==> config.mk <==
export PLATFORM = sky130hd
export DESIGN_NAME = serial_bank_switch_mapper_core
export DESIGN_NICKNAME = d
export VERILOG_FILES = /design/src/rtl/core/sbsm_pkg.sv /design/src/rtl/core/serial_bank_switch_mapper_core.sv
export SDC_FILE = /design/constraint.sdc
export NUM_CORES = 1
export LEC_CHECK = 0
export ABC_AREA = 1
export BUFFER_PORTS_ARGS = -buffer_cell sky130_fd_sc_hd__buf_2
export CORE_ASPECT_RATIO = 0.9
export CORE_MARGIN = 8
export CORE_UTILIZATION = 35
export DETAILED_ROUTE_END_ITERATION = 10
export SLEW_MARGIN = 10
export SYNTH_ARGS = -nofsm -noshare
export SYNTH_HDL_FRONTEND = slang
export SYNTH_SLANG_ARGS = --single-unit
==> constraint.sdc <==
create_clock -name clk -period 5 [get_ports clk]
set_clock_uncertainty 0.2 [all_clocks]
set_input_delay 0.5 -clock clk [delete_from_list [all_inputs] [get_ports clk]]
set_output_delay 0.5 -clock clk [all_outputs]
set_load 0.005 [all_outputs]
==> src/rtl/core/sbsm_pkg.sv <==
// ----------------------------------------------------------------------------
// sbsm_pkg
// Types and constants shared by the serial bank switch mapper core: action
// codes, configuration register indexes, reset values and the state record.
// ----------------------------------------------------------------------------
package sbsm_pkg;

	// action codes of an input item
	typedef enum logic [1:0] {
		ACT_PRG_READ  = 2'd0,
		ACT_REG_WRITE = 2'd1,
		ACT_CHR_READ  = 2'd2
	} action_t;

	// configuration register indexes
	localparam logic CFG_PRG_BANK_COUNT = 1'b0;
	localparam logic CFG_CHR_BANKED     = 1'b1;

	// serial loader: five data bits above a marker, marker alone when empty
	localparam logic [5:0] LOADER_INIT = 6'd32;

	// reset values
	localparam logic [4:0] PRG_BANK_COUNT_RST = 5'd8;
	localparam logic       CHR_BANKED_RST     = 1'b1;
	localparam logic [1:0] PRG_MAP_FIXED_LAST = 2'd3;

	// program window layouts
	localparam logic [1:0] PRG_MAP_SWITCH_FIRST = 2'd2;

	// mapper state
	typedef struct packed {
		logic [5:0] loader;
		logic [1:0] prg_layout;
		logic       chr_layout;
		logic [1:0] mirror_mode;
		logic [3:0] prg_bank;
		logic [4:0] chr_bank_low;
		logic [4:0] chr_bank_high;
	} map_state_t;

endpackage

==> src/rtl/core/serial_bank_switch_mapper_core.sv <==
// ----------------------------------------------------------------------------
// serial_bank_switch_mapper_core
// Cartridge bank mapper: serial register loading from CPU writes, and
// program / pattern address mapping for CPU and PPU reads.
// ----------------------------------------------------------------------------
//
//  channel  | handshake           | payload
//  ---------+---------------------+------------------------------------------
//  input    | in_valid / in_ready | action, address, value
//  result   | out_valid/out_ready | prg_offset, chr_offset, mirroring
//  config   | cfg_we              | cfg_index, cfg_data
//
// One item per cycle sustained while the result is not stalled. Items pass an input register,
// then the mapping and register update logic into the result register.
// The mapper state changes when an item moves into the result register, so
// items are applied strictly in order. A stalled result holds the result
// register; the input register keeps taking items while the result
// register frees in the same cycle. Reset clears the pipeline and loads
// the power-up mapper state and configuration.
module serial_bank_switch_mapper_core (
	input  logic        clk,
	input  logic        arst_n,
	input  logic        in_valid,
	output logic        in_ready,
	input  logic [1:0]  action,
	input  logic [15:0] address,
	input  logic [7:0]  value,
	output logic        out_valid,
	input  logic        out_ready,
	output logic [17:0] prg_offset,
	output logic [16:0] chr_offset,
	output logic [1:0]  mirroring,
	input  logic        cfg_we,
	input  logic        cfg_index,
	input  logic [4:0]  cfg_data
);

	// configuration registers
	logic [4:0] prg_bank_count_q;
	logic       chr_banked_q;

	// input stage
	logic        valid_s1;
	logic [1:0]  action_s1;
	logic [15:0] address_s1;
	logic [7:0]  value_s1;

	// result stage
	logic        valid_s2;
	logic [17:0] prg_offset_s2;
	logic [16:0] chr_offset_s2;
	logic [1:0]  mirroring_s2;

	// mapper state
	sbsm_pkg::map_state_t state_q;
	sbsm_pkg::map_state_t state_next;

	logic        advance;
	logic [17:0] prg_off_c;
	logic [16:0] chr_off_c;

	// pipeline flow
	assign advance  = valid_s1 && (!valid_s2 || out_ready);
	assign in_ready = !valid_s1 || advance;

	// configuration writes
	always_ff @(posedge clk or negedge arst_n) begin
		if (!arst_n) begin
			prg_bank_count_q <= sbsm_pkg::PRG_BANK_COUNT_RST;
			chr_banked_q     <= sbsm_pkg::CHR_BANKED_RST;
		end else if (cfg_we) begin
			case (cfg_index)
				sbsm_pkg::CFG_PRG_BANK_COUNT: prg_bank_count_q <= cfg_data;
				sbsm_pkg::CFG_CHR_BANKED:     chr_banked_q     <= cfg_data[0];
				default: ;
			endcase
		end
	end

	// input register
	always_ff @(posedge clk or negedge arst_n) begin
		if (!arst_n) begin
			valid_s1 <= 1'b0;
		end else if (in_ready) begin
			valid_s1 <= in_valid;
		end
	end

	always_ff @(posedge clk) begin
		if (in_ready && in_valid) begin
			action_s1  <= action;
			address_s1 <= address;
			value_s1   <= value;
		end
	end

	// mapping and register update for the item in the input stage
	always_comb begin
		logic [3:0] prg_first;
		logic [3:0] prg_second;
		logic [3:0] prg_bank_sel;
		logic [4:0] chr_low;
		logic [4:0] chr_high;
		logic [4:0] chr_bank_sel;
		logic [4:0] last_bank;
		logic [5:0] shifted;
		logic [4:0] data;

		state_next = state_q;
		prg_off_c  = '0;
		chr_off_c  = '0;

		// program windows
		last_bank = prg_bank_count_q - 5'd1;
		case (state_q.prg_layout)
			sbsm_pkg::PRG_MAP_FIXED_LAST: begin
				prg_first  = state_q.prg_bank;
				prg_second = last_bank[3:0];
			end
			sbsm_pkg::PRG_MAP_SWITCH_FIRST: begin
				prg_first  = 4'd0;
				prg_second = state_q.prg_bank;
			end
			default: begin
				prg_first  = {state_q.prg_bank[3:1], 1'b0};
				prg_second = {state_q.prg_bank[3:1], 1'b1};
			end
		endcase
		prg_bank_sel = (address_s1[15:14] == 2'b11) ? prg_second : prg_first;

		// pattern windows
		if (state_q.chr_layout) begin
			chr_low  = state_q.chr_bank_low;
			chr_high = state_q.chr_bank_high;
		end else begin
			chr_low  = {state_q.chr_bank_low[4:1], 1'b0};
			chr_high = {state_q.chr_bank_low[4:1], 1'b1};
		end
		chr_bank_sel = (address_s1[15:12] != 4'd0) ? chr_high : chr_low;

		// serial loader
		shifted = {value_s1[0], state_q.loader[5:1]};
		data    = shifted[5:1];

		case (sbsm_pkg::action_t'(action_s1))
			sbsm_pkg::ACT_PRG_READ: begin
				prg_off_c = {prg_bank_sel, address_s1[13:0]};
			end
			sbsm_pkg::ACT_CHR_READ: begin
				if (chr_banked_q)
					chr_off_c = {chr_bank_sel, address_s1[11:0]};
				else
					chr_off_c = {4'd0, address_s1[12:0]};
			end
			sbsm_pkg::ACT_REG_WRITE: begin
				if (value_s1[7]) begin
					state_next.loader     = sbsm_pkg::LOADER_INIT;
					state_next.prg_layout = sbsm_pkg::PRG_MAP_FIXED_LAST;
				end else if (shifted[0]) begin
					// fifth bit in: commit by address range
					state_next.loader = sbsm_pkg::LOADER_INIT;
					case (address_s1[15:13]) inside
						[3'd0:3'd4]: begin
							state_next.mirror_mode = data[1:0];
							state_next.prg_layout  = data[3:2];
							state_next.chr_layout  = data[4];
						end
						3'd5:    state_next.chr_bank_low  = data;
						3'd6:    state_next.chr_bank_high = data;
						default: state_next.prg_bank      = data[3:0];
					endcase
				end else begin
					state_next.loader = shifted;
				end
			end
			default: ;
		endcase
	end

	// mapper state update
	always_ff @(posedge clk or negedge arst_n) begin
		if (!arst_n) begin
			state_q.loader        <= sbsm_pkg::LOADER_INIT;
			state_q.prg_layout    <= sbsm_pkg::PRG_MAP_FIXED_LAST;
			state_q.chr_layout    <= 1'b0;
			state_q.mirror_mode   <= 2'd0;
			state_q.prg_bank      <= 4'd0;
			state_q.chr_bank_low  <= 5'd0;
			state_q.chr_bank_high <= 5'd0;
		end else if (advance) begin
			state_q <= state_next;
		end
	end

	// result register
	always_ff @(posedge clk or negedge arst_n) begin
		if (!arst_n) begin
			valid_s2 <= 1'b0;
		end else if (advance) begin
			valid_s2 <= 1'b1;
		end else if (out_ready) begin
			valid_s2 <= 1'b0;
		end
	end

	always_ff @(posedge clk) begin
		if (advance) begin
			prg_offset_s2 <= prg_off_c;
			chr_offset_s2 <= chr_off_c;
			mirroring_s2  <= state_next.mirror_mode;
		end
	end

	assign out_valid  = valid_s2;
	assign prg_offset = prg_offset_s2;
	assign chr_offset = chr_offset_s2;
	assign mirroring  = mirroring_s2;

	// checks
	a_loader_marker: assert property (@(posedge clk) disable iff (!arst_n)
		state_q.loader != 6'd0)
		else $error("serial loader lost its marker bit");

	a_stall_holds_s1: assert property (@(posedge clk) disable iff (!arst_n)
		!in_ready |-> valid_s1 && valid_s2)
		else $error("input blocked with a free pipeline stage");

	a_single_offset: assert property (@(posedge clk) disable iff (!arst_n)
		valid_s2 |-> (prg_offset_s2 == 18'd0 || chr_offset_s2 == 17'd0))
		else $error("result carries both a program and a pattern offset");

	a_state_only_on_advance: assert property (@(posedge clk) disable iff (!arst_n)
		!advance |=> $stable(state_q))
		else $error("mapper state changed with no item moving");

endmodule

# Yosys cells after proc, flatten, opt, wreduce, memory -nomap -nowiden
# Cells that the tools add are included.
[totals]
regBits = 95
output_inout_bits = 39
[op_classes]
eq_ne = 7
bitwise = 5
addsub = 1
reduce_logical = 21
muxes = 23
magnitude_cmp = 2
[op_table]
columns = ["cell", "count"]
rows = [
  ["$mux 5", 8],
  ["$mux 16", 2],
  ["$mux 19", 1],
  ["$mux 4", 4],
  ["$pmux 4 s2", 2],
  ["$reduce_and 7->1", 2],
  ["$mux 13", 1],
  ["$eq 2x2->1 const B", 4],
  ["$mux 8", 1],
  ["$reduce_and 2->1", 4],
  ["$eq 3x3->1 const B", 2],
  ["$mux 6", 1],
  ["$reduce_and 6->1", 1],
  ["$reduce_bool 2->1", 3],
  ["$not 1->1", 5],
  ["$reduce_and 5->1", 1],
  ["$reduce_and 4->1", 1],
  ["$reduce_bool 4->1", 1],
  ["$sub 4x1->4 const B", 1],
  ["$ge 3x1->1 const B", 1],
  ["$le 3x3->1 const B", 1],
  ["$logic_and 1x1->1", 3],
  ["$mux 1", 3],
  ["$eq 2x1->1 const B", 1],
  ["other kinds (3)", 5],
]

# Logic depth before layout (Yosys ltp)
# Gate-level depths: netlist of run 1.
[logic_depth]
ltp_word = 7
ltp_mapped = 7

# Least setup slack after synthesis of run 1
# OpenSTA, ideal clock, no wires.
[synth_path]
kind = "in2reg"
from = "input out_ready"
to = "register state_q[14] (netlist bit)"
path_stages = 7
required_time_ps = 4675
setup_slack_ps = 2744
arrival_ps = 1931
path_buffers = 0
path_cell_list = "inv_1 -> nand2_1 -> nand2_2 -> inv_1 -> nand2_1 -> nand2_1 -> o21ai_1"
[synth_via]
elab_chain_cells = 2
[synth_lines]
columns = ["element", "line_no", "source"]
rows = [
  ["start: declaration", "serial_bank_switch_mapper_core.sv:29", "input logic out_ready,"],
  ["$logic_or 1x1->1", "serial_bank_switch_mapper_core.sv:63", "assign advance = valid_s1 && (!valid_s2 || out_ready);"],
  ["$logic_and 1x1->1", "serial_bank_switch_mapper_core.sv:63", ""],
  ["net advance", "serial_bank_switch_mapper_core.sv:58", "logic advance;"],
  ["end signal: assignment", "serial_bank_switch_mapper_core.sv:191", "state_q <= state_next;"],
  ["end: declaration", "serial_bank_switch_mapper_core.sv:55", "sbsm_pkg::map_state_t state_q;"],
]
# The timed path passes the listed nets, and every way through them passes these cells.
# A chain may end at the register's enable or synchronous reset.

# Worst setup path in the final report of run 1
[layout_path]
from = "register valid_s2 (netlist: out_valid)"
to = "register address_s1[3], enable pin"
[layout_via]
elab_chain_cells = 5
[layout_lines]
columns = ["element", "line_no", "source"]
rows = [
  ["start: declaration", "serial_bank_switch_mapper_core.sv:49", "logic valid_s2;"],
  ["start signal: assignment", "serial_bank_switch_mapper_core.sv:198", "valid_s2 <= 1'b0;"],
  ["start signal: assignment", "serial_bank_switch_mapper_core.sv:200", "valid_s2 <= 1'b1;"],
  ["start signal: assignment", "serial_bank_switch_mapper_core.sv:202", "valid_s2 <= 1'b0;"],
  ["$logic_not 1->1", "serial_bank_switch_mapper_core.sv:63", ""],
  ["$logic_or 1x1->1", "serial_bank_switch_mapper_core.sv:63", ""],
  ["$logic_and 1x1->1", "serial_bank_switch_mapper_core.sv:63", ""],
  ["$logic_or 1x1->1", "serial_bank_switch_mapper_core.sv:64", "assign in_ready = !valid_s1 || advance;"],
  ["$logic_and 1x1->1", "serial_bank_switch_mapper_core.sv:90", "if (in_ready && in_valid) begin"],
  ["end signal: assignment", "serial_bank_switch_mapper_core.sv:92", "address_s1 <= address;"],
  ["end: declaration", "serial_bank_switch_mapper_core.sv:45", "logic [15:0] address_s1;"],
]
# No other way between the ends.

==> flow_summary.ini, run 1 <==
[outcome]
status = completed

[cts]
clk_latency_ns = 0.36
h-tree-depth = 3
cts_tree = done
cts-root-buf = clkbuf_8
clk_transition_reported_paths_ns = 0.09
cts_resized = 0
cts_made_buffers = 9
clock_path_buffers = 2
post_cts_buffers = 0
cts_sinks = 88

[synthesis]
ys_seq_area_share_pct = 71.1
synth_nets = 339
ys_ff_latch = 88
synth_edf_count = 57
syn_avg_cell_area_sq_um = 11.7
synth_area_sq_um = 3510
synthDistinctLibCells = 29
async_reset_ff_share_pct = 35.2
yosys_warnings = 0
synth_cells = 301
ys.flop_type = edfxtp_1

[grt]
grt-ovfl-total = 0
grt_pass1_wl_um = 12000
grt_pass1_vias = 2356
grt_usage_pct = 11.5
grt_max_degree = 41
antenna_found_initial = 0

[critical_path]
start_kind = flop
r2r-start = out_valid
crit_arrival_ns = 1.66
reg2reg_depth = 3
cp-startpoint = out_valid
worst_ep_required_time_ns = 4.78
worstPathMaxFanout = 20
crit_type = flop to flop
endpoint_kind = flop

[final_layout]
drive_gt1_share_pct = 27.7
nFillCells = 949
area_delta_synth_final_pct = 19.7
fin_cells = 509
postLayoutCoreUtil_pct = 43.3
multi_input_area_sq_um = 831
final_nets = 416
regArea_sq_um = 2490
diodes = 0

[floorplanning]
die_y_um = 111
die_w_um = 122
io_pins = 76
core_sq_um = 9700
initial_core_util_pct = 36.2
num_rows = 34
die_area_sq_um = 13500

[sta]
period_minus_slack_ns = 1.88
drv_slew = 0
slew_headroom_pct = 35.1
setup_tns_ns = 0
max_freq_mhz = 532
worst_slew_pin_slew_ns = 0.972
rsz0062_at_grt = false
fin_crit_sh_pct = 37.6
finalHoldViolCount = 0
finalSetupViolCount = 0

[placement]
gp_congestion = 0.847
portBuffers = 68
dpl.hpwl_um = 5240
post-place-cells = 492

[detailed_routing]
wl_per_cell_um = 14.3
firstDrtPassIters = 4
vias = 2308
antenna_left = 0
routed_via_density = 4.53
drc = 0
finalWirelength_um = 7280
drt-initial-drc-count = 124

[power]
powerDensity_nw_per_um2 = 396
leakage_uw = 0.00186
ir_drop_mv = 0.230

[min_path]
min_from = address[4]
worstHoldPathType = primary input to flop
hold_depth = 1

[run]
cap_violations = 0
[final timing paths]
path,end,slack (ns)
worst max-delay path,address_s1[3],3.12
worst min-delay path,address_s1[4],0.11
worst max register to register,address_s1[3],3.12
worst min register to register,prg_bank_count_q[3],0.29
max in group asynchronous,state_q[14],3.61
min in group asynchronous,state_q[9],0.53
[placed cells by master (no fill, tap or decap), types with 4 or more instances in the layout]
cell      netlist  layout
nand2_1        43      43
inv_1          41      41
nor3_1          5       5
clkbuf_8        0       9
o21ai_0        10      10
dfstp_2         5       5
o21ai_1        18      18
nand3_1        12      12
buf_2           1      68
nand2_2         4       4
a21oi_1        10      10
nor2_4          4       4
dfrtp_1        26      26
nor2_1         43      43
edfxtp_1       57      57
[logic make-up after synthesis]
family | count (synthesis) | share of synthesized area [%]
buffers and inverters | 48 | 5.28
DFF | 88 | 71.1
AOI/OAI and AO/OA | 42 | 6.24
adders and majority gates | 1 | 0.356
xor gates and xnor gates | 1 | 0.250
muxes | 1 | 0.321
and+or+nand+nor | 120 | 16.5
[per-stage QoR]
step / power [uW] / area (sq um) / setup WS [ns] / hold WS [ns]
4_1_cts: 1690 / 4200 / 3.08 / 0.0862
3_5_place_dp: 1200 / 4000 / 2.89 / 0.275
2_1_floorplan: 1090 / 3510 / 2.74 / 0.00441
3_3_place_gp: 1190 / 4000 / 2.95 / 0.274
6_report: 1660 / 4200 / 3.12 / 0.110
5_1_grt: 1760 / 4200 / 2.94 / 0.0721
[state kept, by name, summed over array words and instances (netlist names)]
signal	count
prg_offset	18
out_valid	1
action_s1	2
mirroring	2
address_s1	16
state_q	24
prg_bank_count_q	4
valid_s1	1
chr_offset	17
value_s1	2
chr_banked_q	1
[cell usage after synthesis (2+ instances only)]
cell type	count	area, sq um
edfxtp_1	57	1710
nand2_1	43	161
nor2_1	43	161
inv_1	41	154
dfrtp_1	26	651
o21ai_1	18	90.1
nand3_1	12	60.1
a21oi_1	10	50.1
o21ai_0	10	50.1
dfstp_2	5	131
nor3_1	5	25.0
nand2_2	4	25.0
nor2_4	4	45.0
a211oi_1	3	22.5
inv_2	3	11.3
and2_1	2	12.5
clkbuf_1	2	7.51
nand3_4	2	35.0
[timing repair]
item                                   4_1_cts  5_1_grt
endpoints found under the hold margin        1        0
setup endpoints to repair                    0        0
hold buffers                                 1        0
[power breakdown]
part	leakage, uW	switching (uW)	total, uW	internal [uW]
clock network	0.0000949	250	484	234
registers	0.000960	46.3	936	889
logic	0.000806	158	243	85.0
[worst max-delay path, cell delays in order, from the launching register on]
cell and delay (ns):
dfrtp_1 0.40, nand3_1 0.13, nand2_1 0.08, inv_1 0.71
[per-layer routing]
metal | vias to the layer above | global-route usage [%] | share of wire (%)
li1 | 1149 | - | -
met1 | 1088 | 13.9 | 46
met2 | 66 | 17.6 | 46
met3 | 5 | 5.65 | 7.7
met4 | 0 | 3.29 | 0.76
met5 | - | 0 | 0
[layout make-up]
class,count,area share [%]
clock inverters,6,1.61
repair buffers,70,8.52
multi-input cells,165,19.8
flip-flops and latches,88,59.4
well taps,126,3.75
clock buffers,10,3.04
inverters,44,3.93
Note: power is estimated with default switching activity, not from simulation.
==> run 2, diff against run 1 <==
clock period = 1.7 ns   (was 5 ns; I/O delays follow)
==> run 2 against run 1 <==
Compared with the run above: cell area is 9.3% higher; highest routed layer unchanged; first-iteration DRC count is 31% higher; critical path type is now primary input to flop; power grew to 3.0 times the previous value; hold slack worse by 0.054 ns; largest power group unchanged; setup slack worse by 3.1 ns; die area stayed put; routed wire length is 1.7% higher; critical path depth is 3 higher; core utilization is 4.0 points higher; combinational power grew to 3.4 times the previous value.
==> flow_summary.ini, run 2 (synthesis results as in run 1) <==
[power]
leakage_uw = 0.00202
powerDensity_nw_per_um2 = 1100
ir_drop_mv = 0.481

[cts]
cts_sinks = 88
cts_made_buffers = 9
h-tree-depth = 3
clk_transition_reported_paths_ns = 0.08
clk_latency_ns = 0.35
post_cts_buffers = 0
cts_tree = done
clock_path_buffers = 2
cts-root-buf = clkbuf_8

[critical_path]
reg2reg_slack_ns = 0.10
worstPathMaxFanout = 7
cp_num_buf_inv = 3
cpPeakStageDelay_ns = 0.57
worst-path-stages = 6
cp-startpoint = cfg_we
cp_cell_sequence = dlygate4sd3_1, buf_2, nand2_1, nor2_1, a21oi_1, dlygate4sd3_1
crit_type = primary input to flop
r2r-start = chr_banked_q
cp-endpoint = prg_bank_count_q[3]
crit_arrival_ns = 1.76
cpMostUsedCell = dlygate4sd3_1
critPathTopFamily = buffers and inverters
r2r-end = chr_banked_q
reg2reg_depth = 3
crit_slowest_cell = dlygate4sd3_1
worst_ep_required_time_ns = 1.79
start_kind = primary input
endpoint_kind = flop

[sta]
slew_headroom_pct = 52.6
drv_slew = 0
max_freq_mhz = 598
fin_crit_sh_pct = 98.3
period_minus_slack_ns = 1.67
setup_tns_ns = 0
layout_setup_ws_ns = 0.0291
rsz0062_at_grt = false
finalHoldViolCount = 0
worst_slew_pin_slew_ns = 0.711
finalSetupViolCount = 0

[final_layout]
regMostFlops = state_q
largest_register_ffs = 24
drive_gt1_share_pct = 28.0
final_cell_mix = buf_2 (68), edfxtp_1 (57), nor2_1 (43)
area_delta_synth_final_pct = 30.8
fin_cells = 544
layout_commonest_cell = buf_2
diodes = 0
final_nets = 451
fin_area_sq_um = 4590
postLayoutCoreUtil_pct = 47.3

[detailed_routing]
antenna_left = 0
wl_met1_um = 3460
finalWirelength_um = 7410
wl_per_cell_um = 13.6
vias = 2433
top_layer_used = met4
drt-initial-drc-count = 163
drc = 0
routed_via_density = 4.47
met2WireLength_um = 3280
firstDrtPassIters = 4
wl_met3_um = 522

[floorplanning]
die_area_sq_um = 13500
die_y_um = 111
num_rows = 34
die_w_um = 122
core_sq_um = 9700
initial_core_util_pct = 36.2
io_pins = 76

[grt]
grt_pass1_vias = 2450
grt_usage_pct = 11.6
grt_pass1_wl_um = 12200
grt_max_degree = 32
antenna_found_initial = 0
grt-ovfl-total = 0

[run]
cap_violations = 0

[placement]
dpl.hpwl_um = 5250
preCtsSetupSlack_ns = 0.138
post-place-cells = 497
placed_area_sq_um = 4070
gp_congestion = 0.791
portBuffers = 68

[outcome]
status = completed

[min_path]
min_from = cfg_index
worstHoldPathType = primary input to flop
-- run 2: changes by cell type in the layout (fill, tap and decap cells not counted), moves of 2 or more --
| cell | before | now |
|---|---|---|
| dlygate4sd3_1 | 1 | 31 |
| buf_4 | 1 | 4 |
| buf_12 | 0 | 2 |
| inv_1 | 41 | 39 |
| nand2_1 | 43 | 41 |
-- run 2: power breakdown --
part	leakage, uW	internal [uW]	switching (uW)
Sequential	0.000960	2610	145
Clock	0.0000994	694	756
Combinational	0.000961	334	488
-- run 2: area by class of cell --
| class | instances | area (sq um) |
|---|---|---|
| fillers | 892 | 5110 |
| flip-flops and latches | 88 | 2490 |
| multi-input cells | 165 | 846 |
| repair buffers | 105 | 721 |
| inverters | 44 | 169 |
| well taps | 126 | 158 |
| clock buffers | 9 | 124 |
| clock inverters | 7 | 78.8 |
-- run 2: through the flow --
| stage | total power [uW] | hold WS, ns |
|---|---|---|
| 6_report | 5030 | 0.0558 |
| 3_5_place_dp | 3580 | 0.0745 |
| 3_3_place_gp | 3550 | 0.0624 |
| 2_1_floorplan | 3210 | -0.326 |
| 4_1_cts | 5100 | 0.0293 |
| 5_1_grt | 5330 | 0.0657 |
-- run 2: worst min path at each step --
| stage | end | slack [ns] | depth (start not counted) |
|---|---|---|---|
| 2_1_floorplan | out_valid | -0.33 | 0 |
| 3_3_place_gp | valid_s1 | 0.06 | 1 |
| 3_5_place_dp | prg_bank_count_q[2] | 0.07 | 1 |
| 4_1_cts | prg_bank_count_q[1] | 0.03 | 4 |
| 5_1_grt | prg_bank_count_q[1] | 0.07 | 4 |
| 6_report | prg_bank_count_q[1] | 0.06 | 4 |
-- run 2: repair_timing --
item,4_1_cts,5_1_grt
hold endpoints to repair,53,0
setup endpoints to repair,0,1
gates resized for setup,0,2
hold buffers,31,0
-- run 2: metal layers --
layer  global-route usage [%]  vias up
met5                        0        -
met4                     4.85        0
met3                     4.53       12
met2                     16.8       65
met1                     14.9     1130
li1                         -     1226
-- run 2: tightest hold or removal path: stages --
cell,delay [ns]
buf_2,0.10
inv_1,0.04
nand2_1,0.17
a21oi_1,0.10
==> run 3, diff against run 2 <==
CELL_PAD_IN_SITES_DETAIL_PLACEMENT = 0   (was unset)
CELL_PAD_IN_SITES_GLOBAL_PLACEMENT = 1   (was unset)
PLACE_DENSITY_LB_ADDON = 0.1   (was unset)
==> run 3 against run 2 <==
Compared with the run above: cell count increased by 1.1%; via count shrank 2.6%; highest routed layer unchanged; largest power group unchanged; global-route usage grew 0.58 points; clock power up 7%; critical path depth rose by 1; die area unchanged; routed wire length increased by 4.4%; core utilization up 0.93 points; setup slack better by 0.054 ns.
==> flow_summary.ini, run 3 (synthesis results as in run 1) <==
[grt]
grt_pass1_wl_um = 12700
antenna_found_initial = 0
grt-ovfl-total = 0
grt_pass1_vias = 2521
grt_usage_pct = 12.1
grt_max_degree = 21

[detailed_routing]
drc = 0
wl_per_cell_um = 14.1
antenna_left = 0
routed_via_density = 4.31
firstDrtPassIters = 4
drt-initial-drc-count = 195
finalWirelength_um = 7730
vias = 2370

[sta]
worst_slew_pin_slew_ns = 0.388
finalHoldViolCount = 0
rsz0062_at_grt = false
layout_setup_ws_ns = 0.0834
setup_tns_ns = 0
drv_slew = 0
finalSetupViolCount = 0
period_minus_slack_ns = 1.62
slew_headroom_pct = 74.1
max_freq_mhz = 619
fin_crit_sh_pct = 95.1

[critical_path]
worstPathMaxFanout = 3
crit_slowest_cell = dlygate4sd3_1
start_kind = primary input
cp_cell_sequence = dlygate4sd3_1, buf_2, inv_1, nand3_2, nand2_2, dlygate4sd3_1, nand2_1
cpPeakStageDelay_ns = 0.54
crit_arrival_ns = 1.67
crit_type = primary input to flop
endpoint_kind = flop
worst_ep_required_time_ns = 1.75
cpMostUsedCell = dlygate4sd3_1
reg2reg_slack_ns = 0.11

[power]
combPwrFrac_pct = 16.9
p_total_uw = 5170
seq_power_share_pct = 53.1
power_switching_uw = 1370
ir_drop_mv = 0.435
power_switching_share_pct = 26.5
clockPowerShare_pct = 30.0
powerDensity_nw_per_um2 = 1100
leakage_uw = 0.00207
p_int_uw = 3800

[placement]
placed_area_sq_um = 4140
preCtsSetupSlack_ns = 0.123
portBuffers = 68
dpl.hpwl_um = 5530
gp_congestion = 0.720

[final_layout]
diodes = 0
postLayoutCoreUtil_pct = 48.2
area_delta_synth_final_pct = 33.3
regMostFlops = state_q
largest_register_ffs = 24
layout_commonest_cell = buf_2
multi_input_area_sq_um = 848
regArea_sq_um = 2490
final_cell_mix = buf_2 (68), edfxtp_1 (57), nor2_1 (43)
drive_gt1_share_pct = 29.0
final_nets = 457
nFillCells = 902
fin_area_sq_um = 4680

[run]
cap_violations = 0

[outcome]
status = completed

[cts]
clk_transition_reported_paths_ns = 0.09
cts-root-buf = clkbuf_8
h-tree-depth = 3
cts_sinks = 88
cts_tree = done
clock_path_buffers = 2
clk_latency_ns = 0.35
cts_made_buffers = 9

[floorplanning]
die_y_um = 111
core_sq_um = 9700
initial_core_util_pct = 36.2
num_rows = 34
die_w_um = 122
io_pins = 76
die_area_sq_um = 13500

[min_path]
worstHoldPathType = primary input to flop
-- run 3: changes by cell type in the layout (fill, tap and decap cells not counted), sizes merged --
cell	before	now
inv	45	44
buf	74	81
clkinvlp	2	1
clkbuf	9	10
bufinv	1	2
dlygate4sd3	31	30
-- run 3: worst paths after layout --
path | start | cells past startpoint | endpoint
min reg2reg | prg_bank_count_q[3] | 2 | prg_bank_count_q[3]
max in group asynchronous | arst_n | 3 | state_q[24]
min | cfg_index | 4 | prg_bank_count_q[2]
min in group asynchronous | arst_n | 2 | valid_s1
max reg2reg | chr_banked_q | 3 | chr_banked_q
max | out_ready | 7 | valid_s1
-- run 3: timing repair --
action | CTS | global route
gates resized for setup | 0 | 2
buffers inserted | 0 | 3
hold buffers | 30 | 0
hold endpoints to repair | 57 | 0
setup endpoints to repair | 0 | 4
-- run 3: power groups by stage --
stage	clock network, uW	registers (uW)	logic, uW
2_1_floorplan	0	2770	436
3_3_place_gp	0	2790	812
3_5_place_dp	0	2790	824
4_1_cts	1620	2750	885
5_1_grt	1690	2780	993
6_report	1550	2740	872
-- run 3: per-stage QoR --
| step | cells | hold WS [ns] |
|---|---|---|
| 2_1_floorplan | 301 | -0.326 |
| 3_5_place_dp | 501 | -0.0796 |
| 6_report | 550 | 0.0370 |
| 3_3_place_gp | 501 | -0.0818 |
| 5_1_grt | 550 | 0.0465 |
| 4_1_cts | 547 | 0.0269 |
-- run 3: final cells by class --
cell class,instances,area share [%]
multi-input combinational,165,18.1
clock inverter,6,1.76
inverter,44,3.61
timing repair buffer,111,17.1
sequential,88,53.3
tap,126,3.37
clock buffer,10,2.73
-- run 3: routing by layer --
metal	GRT usage (%)	share of wire [%]
met5	0	0
met4	3.20	1.0
met3	4.74	6.1
met2	19.3	47
met1	14.9	45
-- run 3: critical path, delay by kind of cell --
kind | cells | cell delay, ns
buf+inv | 4 | 1.27
simple gates | 3 | 0.23
